File: src/rtl/hdd_pkg.sv
// hall direction decoder package: sector tables, direction codes, shared types
// no dependencies

package hdd_pkg;

  localparam int unsigned NUM_ROWS = 6;

  localparam logic [1:0] DIR_SAME = 2'd0;
  localparam logic [1:0] DIR_POS  = 2'd1;
  localparam logic [1:0] DIR_NEG  = 2'd2;
  localparam logic [1:0] DIR_BAD  = 2'd3;

  localparam logic [2:0] LAST_ROW = 3'(NUM_ROWS - 1);

  // hall code to sector, one row per wiring option; codes 0 and 7 give 0
  localparam logic [2:0] SECTOR_TABLE [NUM_ROWS][8] = '{
    '{3'd0, 3'd1, 3'd5, 3'd6, 3'd3, 3'd2, 3'd4, 3'd0},
    '{3'd0, 3'd2, 3'd6, 3'd1, 3'd4, 3'd3, 3'd5, 3'd0},
    '{3'd0, 3'd3, 3'd1, 3'd2, 3'd5, 3'd4, 3'd6, 3'd0},
    '{3'd0, 3'd4, 3'd2, 3'd3, 3'd6, 3'd5, 3'd1, 3'd0},
    '{3'd0, 3'd5, 3'd3, 3'd4, 3'd1, 3'd6, 3'd2, 3'd0},
    '{3'd0, 3'd6, 3'd4, 3'd5, 3'd2, 3'd1, 3'd3, 3'd0}
  };

  typedef struct packed {
    logic [2:0] prev_code;
    logic       prev_valid;
    logic       change_flag;
  } hdd_state_t;

  typedef struct packed {
    logic [1:0] direction;
    logic       state_changed;
    logic [2:0] hall_code;
    logic [2:0] angle_sixths;
    logic       angle_valid;
  } hdd_result_t;

  function automatic logic [2:0] sector_of(input logic [2:0] row, input logic [2:0] code);
    logic [2:0] r;
    r = (row > LAST_ROW) ? LAST_ROW : row;
    return SECTOR_TABLE[r][code];
  endfunction

endpackage

File: src/rtl/hall_direction_decoder.sv
// hall direction decoder top: input register, decode step, result register
// a word passes the input register, then the result register; throughput one word per
// cycle while out_stall is low, set by the single decode pass between both registers
// synchronous active-low reset clears valids, kept hall state and map_row
// depends on hdd_pkg and hdd_step

module hall_direction_decoder import hdd_pkg::*; (
  input  logic       clk,
  input  logic       rst_n,
  input  logic       cfg_wr_en,
  input  logic [2:0] cfg_wr_data,
  input  logic       in_valid,
  output logic       in_stall,
  input  logic [2:0] in_hall_pins,
  output logic       out_valid,
  input  logic       out_stall,
  output logic [1:0] out_direction,
  output logic       out_state_changed,
  output logic [2:0] out_hall_code,
  output logic [2:0] out_angle_sixths,
  output logic       out_angle_valid
);

  logic [2:0]  map_row_r;
  logic        s1_valid_r;
  logic [2:0]  s1_code_r;
  logic        out_valid_r;
  hdd_result_t out_r;
  hdd_state_t  state_r;
  hdd_state_t  state_nxt;
  hdd_result_t result_nxt;
  logic        out_free;
  logic        s1_move;
  logic        in_take;

  assign out_free = !out_valid_r || !out_stall;
  assign s1_move  = s1_valid_r && out_free;
  assign in_stall = s1_valid_r && !out_free;
  assign in_take  = in_valid && !in_stall;

  hdd_step u_step (
    .code      (s1_code_r),
    .map_row   (map_row_r),
    .state_cur (state_r),
    .state_nxt (state_nxt),
    .result    (result_nxt)
  );

  always_ff @(posedge clk) begin
    if (!rst_n) begin
      map_row_r   <= 3'd0;
      s1_valid_r  <= 1'b0;
      out_valid_r <= 1'b0;
      state_r     <= '0;
    end else begin
      if (cfg_wr_en) begin
        map_row_r <= cfg_wr_data;
      end
      if (in_take) begin
        s1_valid_r <= 1'b1;
      end else if (s1_move) begin
        s1_valid_r <= 1'b0;
      end
      if (s1_move) begin
        out_valid_r <= 1'b1;
        state_r     <= state_nxt;
      end else if (!out_stall) begin
        out_valid_r <= 1'b0;
      end
    end
  end

  // payload registers, no reset needed
  always_ff @(posedge clk) begin
    if (in_take) begin
      s1_code_r <= ~in_hall_pins;
    end
    if (s1_move) begin
      out_r <= result_nxt;
    end
  end

  assign out_valid         = out_valid_r;
  assign out_direction     = out_r.direction;
  assign out_state_changed = out_r.state_changed;
  assign out_hall_code     = out_r.hall_code;
  assign out_angle_sixths  = out_r.angle_sixths;
  assign out_angle_valid   = out_r.angle_valid;

endmodule

File: src/rtl/hdd_step.sv
// hall direction decoder: combinational decode of one registered sample
// against the kept state; depends on hdd_pkg

module hdd_step import hdd_pkg::*; (
  input  logic [2:0]  code,
  input  logic [2:0]  map_row,
  input  hdd_state_t  state_cur,
  output hdd_state_t  state_nxt,
  output hdd_result_t result
);

  logic [2:0] cur_sector;
  logic [2:0] prev_sector;
  logic [3:0] cur_ext;
  logic [3:0] prev_ext;
  logic       code_ok;
  logic       step_pos;
  logic       step_neg;

  always_comb begin
    cur_sector  = sector_of(map_row, code);
    prev_sector = sector_of(map_row, state_cur.prev_code);
    cur_ext     = {1'b0, cur_sector};
    prev_ext    = {1'b0, prev_sector};
    code_ok     = (code != 3'd0) && (code != 3'd7);
    // one sector back (with wrap from 1 to 6) is forward rotation
    step_pos    = (prev_ext == cur_ext + 4'd1) ||
                  ((cur_sector == 3'd6) && (prev_sector == 3'd1));
    step_neg    = (cur_ext == prev_ext + 4'd1) ||
                  ((cur_sector == 3'd1) && (prev_sector == 3'd6));

    state_nxt          = state_cur;
    result.hall_code   = code;
    result.angle_valid = code_ok;
    result.angle_sixths = 3'd0;
    result.direction   = DIR_SAME;

    if (!code_ok) begin
      state_nxt.prev_valid = 1'b0;
      result.direction     = DIR_BAD;
    end else begin
      result.angle_sixths = (cur_sector == 3'd6) ? 3'd0 : 3'd6 - cur_sector;
      if (!state_cur.prev_valid) begin
        state_nxt.prev_code  = code;
        state_nxt.prev_valid = 1'b1;
      end else if (code != state_cur.prev_code) begin
        if (step_pos) begin
          result.direction = DIR_POS;
        end else if (step_neg) begin
          result.direction = DIR_NEG;
        end else begin
          result.direction = DIR_BAD;
        end
        state_nxt.prev_code   = code;
        state_nxt.change_flag = 1'b1;
      end else begin
        state_nxt.change_flag = 1'b0;
      end
    end
    result.state_changed = state_nxt.change_flag;
  end

endmodule

File: config.mk
export PLATFORM = sky130hd
export DESIGN_NAME = hall_direction_decoder
export DESIGN_NICKNAME = d
export VERILOG_FILES = /design/src/rtl/hdd_pkg.sv /design/src/rtl/hall_direction_decoder.sv /design/src/rtl/hdd_step.sv
export SDC_FILE = /design/constraint.sdc
export NUM_CORES = 1
export LEC_CHECK = 0
export BUFFER_PORTS_ARGS = -buffer_cell sky130_fd_sc_hd__buf_2
export CAP_MARGIN = 10
export CORE_MARGIN = 2
export CORE_UTILIZATION = 52
export DETAILED_ROUTE_END_ITERATION = 10
export GPL_TIMING_DRIVEN = 1
export PLACE_DENSITY = 0.72
export RECOVER_POWER = 100
export SYNTH_ARGS = -nofsm -noshare
export SYNTH_HDL_FRONTEND = slang
export SYNTH_SLANG_ARGS = --single-unit
File: constraint.sdc
create_clock -name clk -period 3.1 [get_ports clk]
set_clock_uncertainty 0.1 [all_clocks]
set_input_delay 0.465 -clock clk [delete_from_list [all_inputs] [get_ports clk]]
set_output_delay 0.465 -clock clk [all_outputs]
set_load 0.05 [all_outputs]
==> results of run 1 <==
## synthesized netlist by cell type, types with 3 or more instances
cell type   n  share of area [%]
dfxtp_1    10                 11
nor2_1     13                2.6
a21oi_1     3               0.81
nand4_1     3                1.0
buf_6       5                3.1
ha_1       12                8.2
nor2b_1     9                3.1
nand2b_1    7                2.4
nand2_1    12                2.4
inv_1      16                3.3
edfxtp_1   13                 21
o21ai_0     5                1.4
mux2_2      3                1.8
buf_2       3               0.81
mux2i_1    13                7.1
xnor2_1     5                2.4
nor3_1     10                2.7
nand3_1     3               0.81
## worst paths after layout
path | from | endpoint | slack [ns]
setup / recovery | map_row_r[1] | out_direction[0] | 0.14
hold / removal | in_valid | s1_valid_r | 0.26
setup reg to reg | map_row_r[1] | out_direction[0] | 0.14
hold reg to reg | state_r[1] | state_r[1] | 0.42
## registers in the layout, indices dropped and copies added (netlist names)
register and flops:
out_state_changed 1, s1_valid_r 1, state_r 5, out_direction 2, s1_code_r 3, map_row_r 3, out_valid 1, out_hall_code 3
out_angle_sixths 3, out_angle_valid 1
## per-layer routing
layer / vias up / wire length [um] / GRT usage (%) / share of wire [%]
met4: 0 / 70 / 5.43 / 1.8
li1: 734 / - / - / -
met3: 8 / 121 / 3.93 / 3.1
met2: 33 / 2030 / 36.6 / 53
met5: - / 0 / 0 / 0
met1: 699 / 1630 / 23.7 / 42
## placed cells by master (no fill, tap or decap), drive strengths merged, types with 2 or more instances in the layout
master and count:
a311oi 2, edfxtp 13, nand2 12, nand2b 7
a21oi 3, and2 3, nor2 13, a21boi 2
nor4 2, inv 17, buf 21, xor2 2
mux2 3, o22ai 2, xnor2 5, o21ai 7
nand3 3, mux2i 13, a31oi 2, nand4 3
dfxtp 10, a221oi 2, clkbuf 17, ha 12
a21o 2, nor2b 9, o32ai 2, nor3 10
o31ai 2
## area by class of cell
type | count | area [sq um] | area share, %
clock buffer | 3 | 22.5 | 1.08
clock inverter | 1 | 6.26 | 0.301
inverter | 16 | 60.1 | 2.89
multi-input combinational | 138 | 1150 | 55.3
sequential | 23 | 596 | 28.7
tap | 46 | 57.6 | 2.77
timing repair buffer | 35 | 185 | 8.92
## logic make-up (layout without fill, tap and decap cells)
| group | after synthesis | in the layout |
|---|---|---|
| multiplexers | 16 | 16 |
| flip-flops | 23 | 23 |
| adder cells (fa/ha/maj) | 12 | 12 |
| AND/OR/NAND/NOR | 69 | 69 |
| AO/OA/AOI/OAI | 34 | 34 |
| XOR/XNOR | 7 | 7 |
| buffers and inverters | 27 | 55 |
## report_power, final
| part | switching (mW) | total, mW | internal [mW] |
|---|---|---|---|
| sequential | 0.0157 | 0.359 | 0.344 |
| clock | 0.0886 | 0.139 | 0.0502 |
| combinational | 0.170 | 0.282 | 0.113 |
## per-stage QoR
step | instance area, sq um | utilization, % | hold slack [ns] | std cells
global route | 2080 | 61.7 | 0.250 | 262
CTS | 2040 | 60.6 | 0.253 | 262
floorplan | 1860 | - | 0.328 | 188
finish | 2080 | 61.7 | 0.265 | 262
detailed placement | 2010 | 59.8 | 0.407 | 258
global placement | 2010 | 59.8 | 0.381 | 258
## repair_timing
| action | CTS | global route |
|---|---|---|
| setup endpoints to repair | 1 | 2 |
| gates resized for setup | 0 | 15 |
| pin swaps | 1 | 5 |
==> results.cfg, run 1 <==
[power]
p_leak_nw = 0.806
peakVddDrop_mv = 0.297
report.power.total_uw = 780
power_density_mw_per_mm2 = 376

[critical_path]
path_delay_family = compound AO/OA/AOI/OAI gates
max_stage_delay_ns = 0.38
critPathLaunchType = register
worstPathArrival_ns = 2.92
crit_path_frequent_cell = a221oi_2
critPathBufInv = 0
crit_required_ns = 3.06
path_cells = a21o_4 > ha_4 > nor2b_4 > nor3_1 > a221oi_2 > a31oi_4 > ha_2 > xor2_1 > a211oi_2 > o221ai_2 > a221oi_2 > o21ai_1
critPathSlowestCell = dfxtp_4
ff2ff_path_depth = 12
crit_cells = 12
crit_path_end_kind = register
critical_path.max_fanout = 4
worstSetupPathType = register to register

[grt]
antenna_found_initial = 0
overflow = 0
grt_pass1_wl_um = 6430
grt_max_degree = 19
grt_pass1_vias = 1390
grt_util_all_layers_pct = 20.0

[logic_synthesis]
synth_edf_count = 13
syn_inst = 188
synth_flop_cell = edfxtp_1
synthAdderAreaFrac_pct = 8.15
async_reset_ff_share_pct = 0
netlist_area_sq_mm = 0.00184
yosysUniqueCellTypes = 54
synth-simple-area-share_pct = 20.3
synthMuxAreaShare_pct = 8.90
yosysSeqAreaShare_pct = 32.1
avgSynthCellArea_sq_um = 9.80
synth-xor-area-share_pct = 3.33
synth_fp_nets = 211
ys_warn_count = 0
synth-compound-area-share_pct = 18.0
synth_top_family_by_area = simple AND/OR/NAND/NOR gates
synth-seq-cells = 23

[clock_network]
cts-htree-levels = 1
cts.clk_slew.worst_paths_ns = 0.12
cts_root_buffer = clkbuf_4
postCtsSetupRepairBufs = 0
clockBufferDepth = 2
cts_buffers = 3
clock_sinks = 23
clk_latency_ns = 0.32
cts_tree = yes
hold_buffers = 0

[placed_design]
dp_hpwl_um = 2960
routabilityCongestion = 0.896
port-buffer-count = 22
place_ws_ns = 0.0275

[floorplan]
rows = 21
die-width_um = 63.5
core_area_sq_mm = 0.00336
io_pins = 23
die_y_um = 63.5
dieArea_sq_mm = 0.00403
start_util_pct = 54.8

[routing]
viasPerCell = 5.63
drtIter0Drc = 79
firstDrtPassIters = 4
wirelength_um = 3850
antenna_left = 0
drc = 0
wl_per_cell_um = 14.7
via_count = 1474

[cells_and_area]
nFillCells = 324
drive_gt1_share_pct = 25.0
syn_to_final_growth_pct = 12.7
diodes = 0
num-nets-final = 240

[timing]
tightest_slew_ns = 0.689
hold_viol = 0
setup_slack_ns = 0.141
period_needed_ns = 2.96
slew_headroom_pct = 54.1
setup_viol = 0
min_period_over_period_pct = 95.5
max_freq_ghz = 0.338
rsz0062_at_grt = false
tns_ns = 0
timing_max_transition_violations_final = 0

[status]
status = finished, final reports clean

[worst_hold_path]
hp-class = input pin to register
hold_depth = 2

[run]
cap_viol_max_count = 0
No activity file was read; power rests on OpenSTA's default activity.
==> run 2: changes to the inputs <==
--- a/config.mk
+++ b/config.mk
@@ -7,11 +7,10 @@
 export LEC_CHECK = 0
 export BUFFER_PORTS_ARGS = -buffer_cell sky130_fd_sc_hd__buf_2
 export CAP_MARGIN = 10
-export CORE_MARGIN = 2
-export CORE_UTILIZATION = 52
+export CORE_UTILIZATION = 56
 export DETAILED_ROUTE_END_ITERATION = 10
 export GPL_TIMING_DRIVEN = 1
-export PLACE_DENSITY = 0.72
+export PLACE_DENSITY = 0.73
 export RECOVER_POWER = 100
 export SYNTH_ARGS = -nofsm -noshare
 export SYNTH_HDL_FRONTEND = slang
==> constraint.sdc (replaced) <==
create_clock -name clk -period 2.98 [get_ports clk]
set_clock_uncertainty 0.1 [all_clocks]
set_input_delay 0.447 -clock clk [delete_from_list [all_inputs] [get_ports clk]]
set_output_delay 0.447 -clock clk [all_outputs]
set_load 0.05 [all_outputs]
==> run 2 against run 1 <==
  * Sequential power increased by 4%
  * Die area decreased by 13%
  * Maximum frequency increased by 0.66%
  * Combinational power grew 17%
  * Clock power is essentially flat
  * Final cell count grew 2.7%
  * Sequential share of layout area shrank 1.8 points
  * Critical path depth is the same
==> results.cfg, run 2 (synthesis gave the netlist of run 1 again) <==
[floorplan]
start_util_pct = 59.8
io_pins = 23
die-width_um = 59.4
dieArea_sq_mm = 0.00352
die_y_um = 59.4
rows = 20
core_area_sq_mm = 0.00308

[routing]
viasPerCell = 5.69
wl_per_cell_um = 14.9
drc = 0
drtIter0Drc = 68
firstDrtPassIters = 4
antenna_left = 0
via_count = 1531
wirelength_um = 4010

[grt]
busiest_layer = met2
grtUsageMet1_pct = 26.5
grt_pass1_wl_um = 5940
antenna_found_initial = 0
grt_pass1_vias = 1371
overflow = 0
grt_util_all_layers_pct = 22.3
met3_usage_pct = 4.15
met2_usage_pct = 40.1
grt_max_degree = 17

[timing]
rsz0062_at_grt = true
hold_viol = 0
min_period_over_period_pct = 98.6
tightest_slew_ns = 0.508
tns_ns = 0
period_needed_ns = 2.94
hold_ws_ns = 0.271
setup_slack_ns = 0.0404
timing_max_transition_violations_final = 0
max_freq_ghz = 0.340
setup_viol = 0
slew_headroom_pct = 66.1

[power]
peakVddDrop_mv = 0.331
p_leak_nw = 0.903
power_density_mw_per_mm2 = 381
report.power.total_uw = 842

[clock_network]
clock_sinks = 23
cts_tree = yes
cts_buffers = 3
cts_root_buffer = clkbuf_4
cts-htree-levels = 1
cts.clk_slew.worst_paths_ns = 0.12
hold_buffers = 0
clockBufferDepth = 2
clk_latency_ns = 0.30

[critical_path]
ff2ff_path_depth = 12
critical_path.max_fanout = 4
crit_path_end_kind = register
rrSetupSlack_ns = 0.04
worstSetupPathType = register to register
crit_required_ns = 2.94
critPathLaunchType = register
worstPathArrival_ns = 2.90

[placed_design]
routabilityCongestion = 0.923
place_ws_ns = -0.0232
placed_area_sq_mm = 0.00208
port-buffer-count = 22
dp_hpwl_um = 3060

[cells_and_area]
mostFrequentLayoutCells = buf_2, buf_4, nor2_1, mux2i_1, edfxtp_1
largest_register = state_r
diodes = 0
largest_register_ffs = 5
design_area_sq_mm = 0.00221
syn_to_final_growth_pct = 20.2
num-nets-final = 249
drive_gt1_share_pct = 37.3
nFillCells = 242

[status]
status = finished, final reports clean

[worst_hold_path]
hold_depth = 2
hp-class = input pin to register

[run]
cap_viol_max_count = 0
-- run 2: changes by cell type in the layout (fill, tap and decap cells not counted), sizes merged --
cell    change
clkinv      +1
clkbuf     -14
buf        +23
inv         -1
-- run 2: final timing paths --
kind / to / startpoint
min: s1_code_r[0] / in_hall_pins[0]
max: out_direction[0] / map_row_r[1]
min reg2reg: out_hall_code[0] / s1_code_r[0]
max reg2reg: out_direction[0] / map_row_r[1]
-- run 2: power by group --
group	internal [mW]	switching, mW	leakage [nW]
combinational	0.143	0.187	0.679
sequential	0.357	0.0166	0.207
clock	0.0501	0.0879	0.0177
-- run 2: cell type report --
class                   count  area [sq um]  share of cell area, %
flip-flops and latches     23           596                   26.9
inverters                  16          62.6                   2.83
well taps                  44          55.1                   2.49
clock inverters             1          5.00                  0.226
clock buffers               3          22.5                   1.02
repair buffers             44           275                   12.4
multi-input cells         138          1200                   54.1
-- run 2: critical path: stages, from the launching register on --
cell      delay [ns]
dfxtp_4         0.38
a21o_4          0.24
ha_4            0.29
nor2b_4         0.18
nor3_4          0.06
a221oi_4        0.32
a31oi_4         0.07
ha_2            0.22
xor2_2          0.18
a211oi_2        0.23
o221ai_2        0.13
a221oi_2        0.22
o21ai_1         0.09
-- run 2: per-stage QoR --
stage	utilization (%)	cells
4_1_cts	68.4	264
3_3_place_gp	67.5	260
3_5_place_dp	67.5	260
6_report	71.9	269
2_1_floorplan	-	188
5_1_grt	71.9	269
-- run 2: metal layers --
metal	wire length, um	vias to the layer above
met5	0	-
met2	2140	46
met1	1630	729
met3	154	12
li1	-	744
met4	89	0
-- run 2: what timing repair did --
item	4_1_cts	5_1_grt
pin swaps	1	13
resized for setup	0	16
buffers inserted	0	5
endpoints found under the setup margin	2	2
==> run 3: changes to the inputs <==
==> constraint.sdc (replaced) <==
create_clock -name clk -period 3.2 [get_ports clk]
set_clock_uncertainty 0.1 [all_clocks]
set_input_delay 0.48 -clock clk [delete_from_list [all_inputs] [get_ports clk]]
set_output_delay 0.48 -clock clk [all_outputs]
set_load 0.05 [all_outputs]
==> run 3 against run 2 <==
  * Clock power is 4% lower
  * Largest power group unchanged
  * Non-clock buffer count shrank 9
  * Sequential cell count unchanged
  * Global-route usage rose by 0.89 points
  * Design area decreased by 6.8%
  * Register-to-register slack better by 0.16 ns
  * Sequential power shrank 6.7%
==> results.cfg, run 3 (synthesis gave the netlist of run 1 again) <==
[power]
p_leak_nw = 0.797
peakVddDrop_mv = 0.323
power_density_mw_per_mm2 = 365

[worst_hold_path]
hold_depth = 2
hold_end = s1_code_r[2]
hold_start = in_hall_pins[2]
hp-class = input pin to register

[timing]
period_needed_ns = 3.00
setup_viol = 0
timing_max_transition_violations_final = 0
hold_ws_ns = 0.296
rsz0062_at_grt = false
hold_viol = 0
slew_headroom_pct = 52.1
tns_ns = 0
tightest_slew_ns = 0.718
max_freq_ghz = 0.333
min_period_over_period_pct = 93.9

[floorplan]
core_area_sq_mm = 0.00308
dieArea_sq_mm = 0.00352
rows = 20
start_util_pct = 59.8
io_pins = 23
die_y_um = 59.4
die-width_um = 59.4

[critical_path]
rrSetupSlack_ns = 0.20
crit_cells = 12
path_cells = a21o_4 > ha_4 > nor2b_4 > nor3_2 > a221oi_2 > a31oi_4 > ha_2 > xor2_1 > a211oi_2 > o221ai_2 > a221oi_2 > o21ai_1
crit_required_ns = 3.16
worstSetupPathType = register to register
crit_path_frequent_cell = a221oi_2
worstPathArrival_ns = 2.96
crit_path_end_kind = register
critPathLaunchType = register
critical_path.max_fanout = 5
crit_start = map_row_r[1]
ff2ff_path_depth = 12
path_delay_family = compound AO/OA/AOI/OAI gates
r2r_end = out_direction[0]
max_stage_delay_ns = 0.38
crit-reg2reg-launch = map_row_r[1]
critPathSlowestCell = dfxtp_4
critPathBufInv = 0

[routing]
firstDrtPassIters = 4
via_count = 1474
antenna_left = 0
drc = 0
wirelength_um = 3860
wl_per_cell_um = 14.8
drtIter0Drc = 41
viasPerCell = 5.67

[grt]
grt_pass1_vias = 1363
antenna_found_initial = 0
grt_util_all_layers_pct = 23.2
grt_pass1_wl_um = 6160
grt_max_degree = 15
overflow = 0

[clock_network]
clock_sinks = 23
cts.clk_slew.worst_paths_ns = 0.13
clockBufferDepth = 2
cts_root_buffer = clkbuf_4
clk_latency_ns = 0.31
cts-htree-levels = 1
cts_buffers = 3
cts_tree = yes

[cells_and_area]
num-nets-final = 240
syn_to_final_growth_pct = 12.0
mostFrequentLayoutCells = clkbuf_1, inv_1, nor2_1, edfxtp_1
post-route-util_pct = 67.0
drive_gt1_share_pct = 23.6
largest_register = state_r
diodes = 0
final_common_cell = clkbuf_1
largest_register_ffs = 5

[run]
cap_viol_max_count = 0

[status]
status = finished, final reports clean

[placed_design]
port-buffer-count = 22
routabilityCongestion = 0.880
dp_hpwl_um = 3000
## run 3: changes by cell type in the layout (fill, tap and decap cells not counted), sizes merged
cell,change
buf,-24
clkbuf,+15
## run 3: area by class of cell
type / count / area (sq um)
multi-input combinational: 138 / 1140
fill: 267 / 1020
sequential: 23 / 596
timing repair buffer: 35 / 181
inverter: 16 / 60.1
tap: 44 / 55.1
clock buffer: 3 / 22.5
clock inverter: 1 / 5.00
## run 3: worst register-to-register path: stages, from the launching register on
cell      delay [ns]
dfxtp_4         0.38
a21o_4          0.24
ha_4            0.28
nor2b_4         0.15
nor3_2          0.05
a221oi_2        0.33
a31oi_4         0.10
ha_2            0.21
xor2_1          0.18
a211oi_2        0.26
o221ai_2        0.15
a221oi_2        0.24
o21ai_1         0.09
## run 3: where the power goes
group	internal (mW)	switching [mW]	total [mW]	leakage, nW
clock network	0.0466	0.0868	0.133	0.0177
logic	0.106	0.163	0.270	0.573
registers	0.333	0.0160	0.349	0.207
## run 3: layer usage
metal  track usage [%]  routed length [um]
met1              28.1                1660
met2              40.9                2040
met3              4.37                 105
met4              7.82                  50
met5                 0                   0
## run 3: worst max-delay path by stage
| stage | to | slack (ns) |
|---|---|---|
| 3_3_place_gp | out_direction[0] | 0.21 |
| 3_5_place_dp | out_direction[0] | 0.03 |
| 2_1_floorplan | out_direction[0] | 0.07 |
| 5_1_grt | out_direction[0] | 0.02 |
| 4_1_cts | out_direction[0] | 0.02 |
| 6_report | out_direction[0] | 0.20 |
## run 3: through the flow
stage	cell area [sq um]	power, mW	worst slack [ns]	std cells
final	2060	0.752	0.197	260
after global routing	2060	0.794	0.0153	260
after CTS	2020	0.743	0.0225	259
after detailed placement	1990	0.612	0.0264	255
after global placement	1990	0.600	0.207	255
after floorplan	1850	0.558	0.0720	188
## run 3: timing repair
| item | CTS | global route |
|---|---|---|
| endpoints found under the setup margin | 0 | 2 |
| buffers inserted | 0 | 1 |
| hold buffers | 0 | 0 |
| resized for setup | 0 | 15 |
| hold endpoints to repair | 0 | 0 |
